[src/rtl/dbba_pkg.sv]
package dbba_pkg;

	localparam int MAX_BLOCKS = 32;
	localparam int SIZE_W    = 24;
	localparam int BSIZE_W   = 16;
	localparam int NBLK_W    = 6;
	localparam int STATUS_W  = 2;
	localparam int INDEX_W   = 5;
	localparam int CFG_IDX_W = 2;
	localparam int PROD_W    = NBLK_W + BSIZE_W;

	localparam logic [STATUS_W-1:0] ST_GRANTED = 2'd0;
	localparam logic [STATUS_W-1:0] ST_TOO_BIG = 2'd1;
	localparam logic [STATUS_W-1:0] ST_ZERO    = 2'd2;

	localparam logic [CFG_IDX_W-1:0] REG_BLOCK_SIZE    = 2'd0;
	localparam logic [CFG_IDX_W-1:0] REG_BLOCKS_IN_USE = 2'd1;

	localparam logic [BSIZE_W-1:0] BLOCK_SIZE_RST    = 16'd1;
	localparam logic [NBLK_W-1:0]  BLOCKS_IN_USE_RST = 6'd32;

	typedef struct packed {
		logic                load;
		logic                mul;
		logic                emit_single;
		logic [STATUS_W-1:0] single_code;
		logic                step;
		logic                grant;
	} dbba_cmd_t;

	typedef struct packed {
		logic size_zero;
		logic too_big;
		logic bit_free;
		logic is_last;
		logic out_free;
	} dbba_sts_t;

endpackage

[src/rtl/dbba_ctrl.sv]
module dbba_ctrl
	import dbba_pkg::*;
(
	input  logic      clk,
	input  logic      arst_n,
	input  logic      req_valid,
	output logic      req_stall,
	input  dbba_sts_t sts,
	output dbba_cmd_t cmd
);

	localparam logic [1:0] S_IDLE = 2'd0;
	localparam logic [1:0] S_MUL  = 2'd1;
	localparam logic [1:0] S_CMP  = 2'd2;
	localparam logic [1:0] S_SCAN = 2'd3;

	logic [1:0] state_q;
	logic [1:0] state_d;

	assign req_stall = (state_q != S_IDLE);

	always_comb begin
		state_d = state_q;
		cmd     = '0;
		unique case (state_q)
			S_IDLE: begin
				if (req_valid) begin
					cmd.load = 1'b1;
					state_d  = S_MUL;
				end
			end
			S_MUL: begin
				cmd.mul = 1'b1;
				state_d = S_CMP;
			end
			S_CMP: begin
				priority if (sts.size_zero) begin
					if (sts.out_free) begin
						cmd.emit_single = 1'b1;
						cmd.single_code = ST_ZERO;
						state_d         = S_IDLE;
					end
				end else if (sts.too_big) begin
					if (sts.out_free) begin
						cmd.emit_single = 1'b1;
						cmd.single_code = ST_TOO_BIG;
						state_d         = S_IDLE;
					end
				end else begin
					state_d = S_SCAN;
				end
			end
			S_SCAN: begin
				priority if (!sts.bit_free) begin
					cmd.step = 1'b1;
				end else if (sts.out_free) begin
					cmd.grant = 1'b1;
					cmd.step  = 1'b1;
					if (sts.is_last) begin
						state_d = S_IDLE;
					end
				end else begin
					state_d = S_SCAN;
				end
			end
			default: begin
				state_d = S_IDLE;
			end
		endcase
	end

	always_ff @(posedge clk or negedge arst_n) begin
		if (!arst_n) begin
			state_q <= S_IDLE;
		end else begin
			state_q <= state_d;
		end
	end

endmodule

[src/rtl/dbba_dp.sv]
module dbba_dp
	import dbba_pkg::*;
(
	input  logic                 clk,
	input  logic                 arst_n,
	input  logic [SIZE_W-1:0]    file_size,
	input  logic                 cfg_we,
	input  logic [CFG_IDX_W-1:0] cfg_index,
	input  logic [BSIZE_W-1:0]   cfg_data,
	input  dbba_cmd_t            cmd,
	output dbba_sts_t            sts,
	output logic                 res_valid,
	input  logic                 res_stall,
	output logic [STATUS_W-1:0]  status,
	output logic [INDEX_W-1:0]   block_index,
	output logic                 last
);

	localparam int CNT_W = $clog2(MAX_BLOCKS + 1);
	localparam int IDX_W = (MAX_BLOCKS > 1) ? $clog2(MAX_BLOCKS) : 1;

	function automatic logic [NBLK_W-1:0] managed(input logic [NBLK_W-1:0] n);
		managed = ({1'b0, n} > (NBLK_W + 1)'(MAX_BLOCKS)) ? NBLK_W'(MAX_BLOCKS) : n;
	endfunction

	logic [BSIZE_W-1:0]    block_size_q;
	logic [NBLK_W-1:0]     blocks_in_use_q;
	logic [MAX_BLOCKS-1:0] used_map_q;
	logic [NBLK_W-1:0]     free_q;
	logic [SIZE_W-1:0]     rem_q;
	logic [CNT_W-1:0]      idx_q;
	logic [PROD_W-1:0]     prod_s1;
	logic                  out_valid_q;
	logic [STATUS_W-1:0]   status_q;
	logic [INDEX_W-1:0]    index_q;
	logic                  last_q;

	logic [BSIZE_W-1:0]    bs_eff;
	logic [IDX_W-1:0]      map_idx;
	logic                  cfg_hit;
	logic [NBLK_W-1:0]     new_managed;

	assign bs_eff  = (block_size_q == '0) ? BSIZE_W'(1) : block_size_q;
	assign map_idx = idx_q[IDX_W-1:0];
	assign cfg_hit = cfg_we && (cfg_index == REG_BLOCK_SIZE || cfg_index == REG_BLOCKS_IN_USE);
	assign new_managed = (cfg_index == REG_BLOCKS_IN_USE) ? managed(cfg_data[NBLK_W-1:0])
	                                                      : managed(blocks_in_use_q);

	assign sts.size_zero = (rem_q == '0);
	assign sts.too_big   = (rem_q > SIZE_W'(prod_s1));
	assign sts.bit_free  = !used_map_q[map_idx];
	assign sts.is_last   = (rem_q <= SIZE_W'(bs_eff));
	assign sts.out_free  = !out_valid_q || !res_stall;

	assign res_valid   = out_valid_q;
	assign status      = status_q;
	assign block_index = index_q;
	assign last        = last_q;

	always_ff @(posedge clk or negedge arst_n) begin
		if (!arst_n) begin
			block_size_q    <= BLOCK_SIZE_RST;
			blocks_in_use_q <= BLOCKS_IN_USE_RST;
			used_map_q      <= '0;
			free_q          <= managed(BLOCKS_IN_USE_RST);
			out_valid_q     <= 1'b0;
		end else begin
			if (cfg_hit) begin
				if (cfg_index == REG_BLOCK_SIZE) begin
					block_size_q <= cfg_data;
				end else begin
					blocks_in_use_q <= cfg_data[NBLK_W-1:0];
				end
				used_map_q <= '0;
				free_q     <= new_managed;
			end else if (cmd.grant) begin
				used_map_q[map_idx] <= 1'b1;
				free_q              <= free_q - NBLK_W'(1);
			end
			if (cmd.grant || cmd.emit_single) begin
				out_valid_q <= 1'b1;
			end else if (!res_stall) begin
				out_valid_q <= 1'b0;
			end
		end
	end

	always_ff @(posedge clk) begin
		if (cmd.load) begin
			rem_q <= file_size;
			idx_q <= '0;
		end else begin
			if (cmd.grant) begin
				rem_q <= rem_q - SIZE_W'(bs_eff);
			end
			if (cmd.step) begin
				idx_q <= idx_q + CNT_W'(1);
			end
		end
		if (cmd.mul) begin
			prod_s1 <= PROD_W'(free_q) * PROD_W'(bs_eff);
		end
		if (cmd.emit_single) begin
			status_q <= cmd.single_code;
			index_q  <= '0;
			last_q   <= 1'b1;
		end else if (cmd.grant) begin
			status_q <= ST_GRANTED;
			index_q  <= INDEX_W'(idx_q);
			last_q   <= sts.is_last;
		end
	end

endmodule

[src/rtl/disk_block_bitmap_allocator_top.sv]
// Channel   Direction  Handshake                  Payload
// request   in         req_valid / req_stall      file_size
// result    out        res_valid / res_stall      status, block_index, last
// config    in         cfg_valid / cfg_ready      cfg_index, cfg_data
//
// A request is loaded, then free_count times block_size is formed and compared.
// A granted request then walks the used map one bit per cycle, unless a stalled result
// holds it at a free bit; rejected and zero-size requests end after the compare.
// Reset and every write to REG_BLOCK_SIZE or REG_BLOCKS_IN_USE free all blocks at once.
// A stalled result holds the scan; the next request is taken once the last result is
// in the output register.
module disk_block_bitmap_allocator_top
	import dbba_pkg::*;
(
	input  logic                 clk,
	input  logic                 arst_n,
	input  logic                 req_valid,
	output logic                 req_stall,
	input  logic [SIZE_W-1:0]    file_size,
	output logic                 res_valid,
	input  logic                 res_stall,
	output logic [STATUS_W-1:0]  status,
	output logic [INDEX_W-1:0]   block_index,
	output logic                 last,
	input  logic                 cfg_valid,
	output logic                 cfg_ready,
	input  logic [CFG_IDX_W-1:0] cfg_index,
	input  logic [BSIZE_W-1:0]   cfg_data
);

	dbba_cmd_t cmd;
	dbba_sts_t sts;

	assign cfg_ready = 1'b1;

	dbba_ctrl u_ctrl (
		.clk       (clk),
		.arst_n    (arst_n),
		.req_valid (req_valid),
		.req_stall (req_stall),
		.sts       (sts),
		.cmd       (cmd)
	);

	dbba_dp u_dp (
		.clk         (clk),
		.arst_n      (arst_n),
		.file_size   (file_size),
		.cfg_we      (cfg_valid && cfg_ready),
		.cfg_index   (cfg_index),
		.cfg_data    (cfg_data),
		.cmd         (cmd),
		.sts         (sts),
		.res_valid   (res_valid),
		.res_stall   (res_stall),
		.status      (status),
		.block_index (block_index),
		.last        (last)
	);

`ifndef ASSERT_OFF
	a_grant_free_slot: assert property (@(posedge clk) disable iff (!arst_n)
		(cmd.grant || cmd.emit_single) |-> sts.out_free)
		else $error("result pushed over a pending result");

	a_grant_free_bit: assert property (@(posedge clk) disable iff (!arst_n)
		cmd.grant |-> sts.bit_free)
		else $error("granted a block already in use");

	a_single_push: assert property (@(posedge clk) disable iff (!arst_n)
		!(cmd.grant && cmd.emit_single))
		else $error("two results pushed in one cycle");

	a_load_idle: assert property (@(posedge clk) disable iff (!arst_n)
		cmd.load |=> req_stall)
		else $error("request taken without entering the allocation sequence");
`endif

endmodule
[config.mk]
export PLATFORM = sky130hd
export DESIGN_NAME = disk_block_bitmap_allocator_top
export DESIGN_NICKNAME = d
export VERILOG_FILES = /design/src/rtl/dbba_pkg.sv /design/src/rtl/dbba_ctrl.sv /design/src/rtl/dbba_dp.sv /design/src/rtl/disk_block_bitmap_allocator_top.sv
export SDC_FILE = /design/constraint.sdc
export NUM_CORES = 1
export LEC_CHECK = 0
export ABC_AREA = 0
export BUFFER_PORTS_ARGS = -buffer_cell sky130_fd_sc_hd__buf_2
export CORE_ASPECT_RATIO = 2
export CORE_MARGIN = 3
export CORE_UTILIZATION = 45
export DETAILED_ROUTE_END_ITERATION = 10
export HOLD_SLACK_MARGIN = 0.12
export SYNTH_ARGS = -nofsm -noshare
export SYNTH_HDL_FRONTEND = slang
export SYNTH_SLANG_ARGS = --single-unit
[constraint.sdc]
create_clock -name clk -period 5.85 [get_ports clk]
set_input_delay 0.2925 -clock clk [delete_from_list [all_inputs] [get_ports clk]]
set_output_delay 0.2925 -clock clk [all_outputs]
set_load 0.01 [all_outputs]
==> results.txt <==
critical path, cell by cell -> nor4_1, a41oi_1, buf_4, inv_1, nand2_1, fa_1, fa_1, fa_1, inv_1, ha_1, o211ai_1, a22o_1, o311ai_0, o41ai_1, o21ba_2, xnor2_1
Mapped Nets -> 1,256
Post-CTS Hold Fix Bufs -> 15
Nets -> 1,306
mapped cell area -> 9800 um2
die width -> 110 um
I/O pin count -> 58
dpl hpwl -> 20.3 mm
final number of hold-violating endpoints -> 0
Async SR Flop Fraction -> 51.6%
Synth Instances -> 1,078
Internal Dissipation -> 3.99 mW
Synth Warn # -> 0
Top Family by Delay on Critical Path -> adder cells
sequential share of power -> 22.7%
Final Routed Wirelength -> 26.0 mm
Final period util -> 86.4%
overall routing resource usage -> 23.5%
WL/cell -> 18.4 um
CORE AREA -> 21,200 um2
CTS tree -> done
CP max FO -> 7
fill count -> 2,047
post-CTS sizing -> 0
crit end category -> register
DIE AREA -> 23,700 um2
cts bufs inserted -> 17
FF-to-FF setup slack -> 0.79 ns
Seq cells post-synth -> 122
Final Setup Violations -> 0
post-CTS setup buffers -> 0
CP Buf/Inv Count -> 3
CP required -> 6.04 ns
Reg clk slew, reported paths -> 0.06 ns
slowest stage delay, CP -> 0.63 ns
setup total negative slack -> 0 ns
GRT Residual Overflow -> 0
Final min period -> 5.06 ns
Logic pwr share -> 62.8%
PortBufs -> 56
drc violations -> 0
sw power -> 3.37 mW
EDFF count, synth -> 48
cell mode on critical path -> fa_1
DR vias -> 7,745
max-slew violations -> 0
area grow syn2layout -> 12.3%
CP startpoint kind -> register
Die Y -> 215 um
clock share of power -> 14.6%
synthesized area per cell -> 9.09 um2
Clock Sinks -> 122
Synth area leaders -> dfrtp_1 (15%), edfxtp_1 (15%), fa_1 (12%), ha_1 (9.3%), inv_1 (5.0%)
Rows -> 75
Sw Ratio -> 45.8%
DRT iter0 DRCs -> 286
Max Freq -> 198 MHz
worst vdd ir -> 0.000328 V
initial antenna violation count -> 0
Clock Skew -> 0.00566 ns
clk root buf -> clkbuf_16
first-pass GRT wire length -> 41.8 mm
initial cell density of the core -> 46.2%
pwr dens -> 668 nW/um2
gpl congestion -> 0.925
Slowest cell on crit path -> o311ai_0
cell taking the most area after synthesis -> dfrtp_1
relative slew slack -> 19.5%
unrepaired setup endpoints after global routing -> no
DR vias/cell -> 5.49
CTS H-Tree Depth -> 4
status -> finished clean
crit path DAT -> 5.25 ns
clock buffer depth -> 2
Routed Antenna Nets -> 0
first-pass iteration count of the detailed router -> 5
Worst Setup Path Type -> reg -> reg
Primary FF master, synth -> dfrtp_1
vias in the first global route -> 8,076
Max-Cap Viols -> 0
worst skew pair latency -> 0.44 ns
Netlist cell types -> 68
diode count -> 0
share of layout cells above drive strength 1 -> 10.4%
Synth top area share -> 15.3%
Min-Delay Path Class -> in -> reg
Tot Pwr -> 7.35 mW
largest net degree at the start of global routing -> 64
worst slew pin tran -> 1.21 ns
leakage dissipation -> 4.99 nW
Seq/Total Area, Yosys -> 33.1%
## layout by cell type, fill, tap and decap left out, types with 7 or more instances in the layout
cell type and n:
a21o_1 15, a21oi_1 39, a31oi_1 43, and2_1 55, buf_2 56, buf_4 9
clkbuf_16 17, dfrtp_1 60, dfxtp_1 11, dlygate4sd3_1 15, edfxtp_1 48, fa_1 58
ha_1 73, inv_1 131, mux2_2 7, mux2i_1 22, nand2_1 81, nand2b_1 12
nand3_1 18, nor2_1 120, nor3_1 19, nor4_1 10, o21a_1 8, o21ai_0 49
xnor2_1 26, xor2_1 12
## worst min-delay path, stage by stage
cell and delay, ns:
buf_2 0.07, nand2_1 0.03, o21ai_0 0.06
## layer usage
| layer | routed length (um) | vias to the layer above | track usage [%] |
|---|---|---|---|
| li1 | - | 3772 | - |
| met1 | 8850 | 3755 | 22.8 |
| met2 | 15100 | 152 | 44.9 |
| met3 | 666 | 66 | 3.46 |
| met4 | 1440 | 0 | 13.3 |
| met5 | 0 | - | 0 |
## registers in the layout, summed over array words and instances, names as in the netlist, 2 cells and up
name / count
u_dp.free_q: 6
u_dp.rem_q: 24
u_ctrl.state_q: 2
u_dp.block_size_q: 16
u_dp.idx_q: 5
u_dp.status: 2
u_dp.used_map_q: 32
u_dp.prod_s1: 22
u_dp.blocks_in_use_q: 6
u_dp.block_index: 5
## area by class of cell
type	instances	area [um2]	area share, %
Inverter	131	492	4.47
Tap cell	269	337	3.06
Sequential cell	122	3240	29.5
Timing Repair Buffer	80	498	4.53
Clock inverter	15	175	1.59
Clock buffer	17	425	3.87
Multi-Input combinational cell	776	5840	53.0
## per-stage QoR
stage,cell area [um2],hold slack [ns],setup WS (ns),util [%],cells
after floorplan,9800,-0.00309,1.29,-,1078
after CTS,11000,0.121,0.787,51.9,1410
after global routing,11000,0.133,0.351,51.9,1410
after detailed placement,10300,0.481,0.793,48.3,1363
final,11000,0.132,0.794,51.9,1410
after global placement,10300,0.471,0.865,48.3,1363
## logic make-up after synthesis
group | count (synthesis) | share of synthesized area [%]
simple gates | 367 | 18.2
compound gates | 210 | 13.6
buf+inv | 180 | 7.45
fa+ha+maj | 131 | 21.2
flops | 122 | 33.1
xor+xnor | 38 | 3.40
mux | 29 | 3.05
other cells | 1 | 0.0383
## path summary, 6_finish.rpt
check / to / startpoint / depth (start not counted)
worst min-delay path: u_dp.rem_q[10] / file_size[10] / 3
worst max register to register: u_dp.prod_s1[18] / u_dp.block_size_q[5] / 16
max in group asynchronous: u_dp.block_size_q[13] / arst_n / 3
worst max-delay path: u_dp.prod_s1[18] / u_dp.block_size_q[5] / 16
worst min register to register: u_dp.block_index[3] / u_dp.block_index[3] / 2
min in group asynchronous: u_ctrl.state_q[0] / arst_n / 3
## power by group through the flow
stage / registers, mW / clock network, mW / logic (mW)
detailed placement: 1.68 / 0 / 4.64
global placement: 1.68 / 0 / 4.58
CTS: 1.67 / 1.09 / 4.68
floorplan: 1.55 / 0 / 3.61
global route: 1.71 / 1.13 / 5.29
finish: 1.67 / 1.07 / 4.61
## cells in the mapped netlist, types with 4 or more instances
| cell | number |
|---|---|
| nand3_1 | 18 |
| fa_1 | 58 |
| o21ai_0 | 50 |
| or3_1 | 6 |
| o22ai_1 | 6 |
| nand3b_1 | 6 |
| buf_6 | 4 |
| buf_2 | 6 |
| mux2_2 | 7 |
| nor3b_1 | 6 |
| nand2_1 | 81 |
| nor2b_1 | 6 |
| a21o_1 | 15 |
| xnor2_1 | 26 |
| and3_1 | 7 |
| o211ai_1 | 6 |
| nand4_1 | 6 |
| or2_2 | 4 |
| clkbuf_1 | 32 |
| ha_1 | 73 |
| nor2_1 | 120 |
| buf_1 | 4 |
| dfxtp_1 | 11 |
| dfrtp_1 | 60 |
| edfxtp_1 | 48 |
| nor3_1 | 19 |
| a211oi_1 | 6 |
| xor2_1 | 12 |
| and2_1 | 55 |
| o311ai_0 | 5 |
| mux2i_1 | 22 |
| a31oi_1 | 43 |
| inv_1 | 131 |
| o31ai_1 | 5 |
| o21a_1 | 8 |
| nand2b_1 | 12 |
| nor4_1 | 10 |
| o221ai_1 | 6 |
| a21oi_1 | 39 |
No activity file was read; power rests on OpenSTA's default activity.
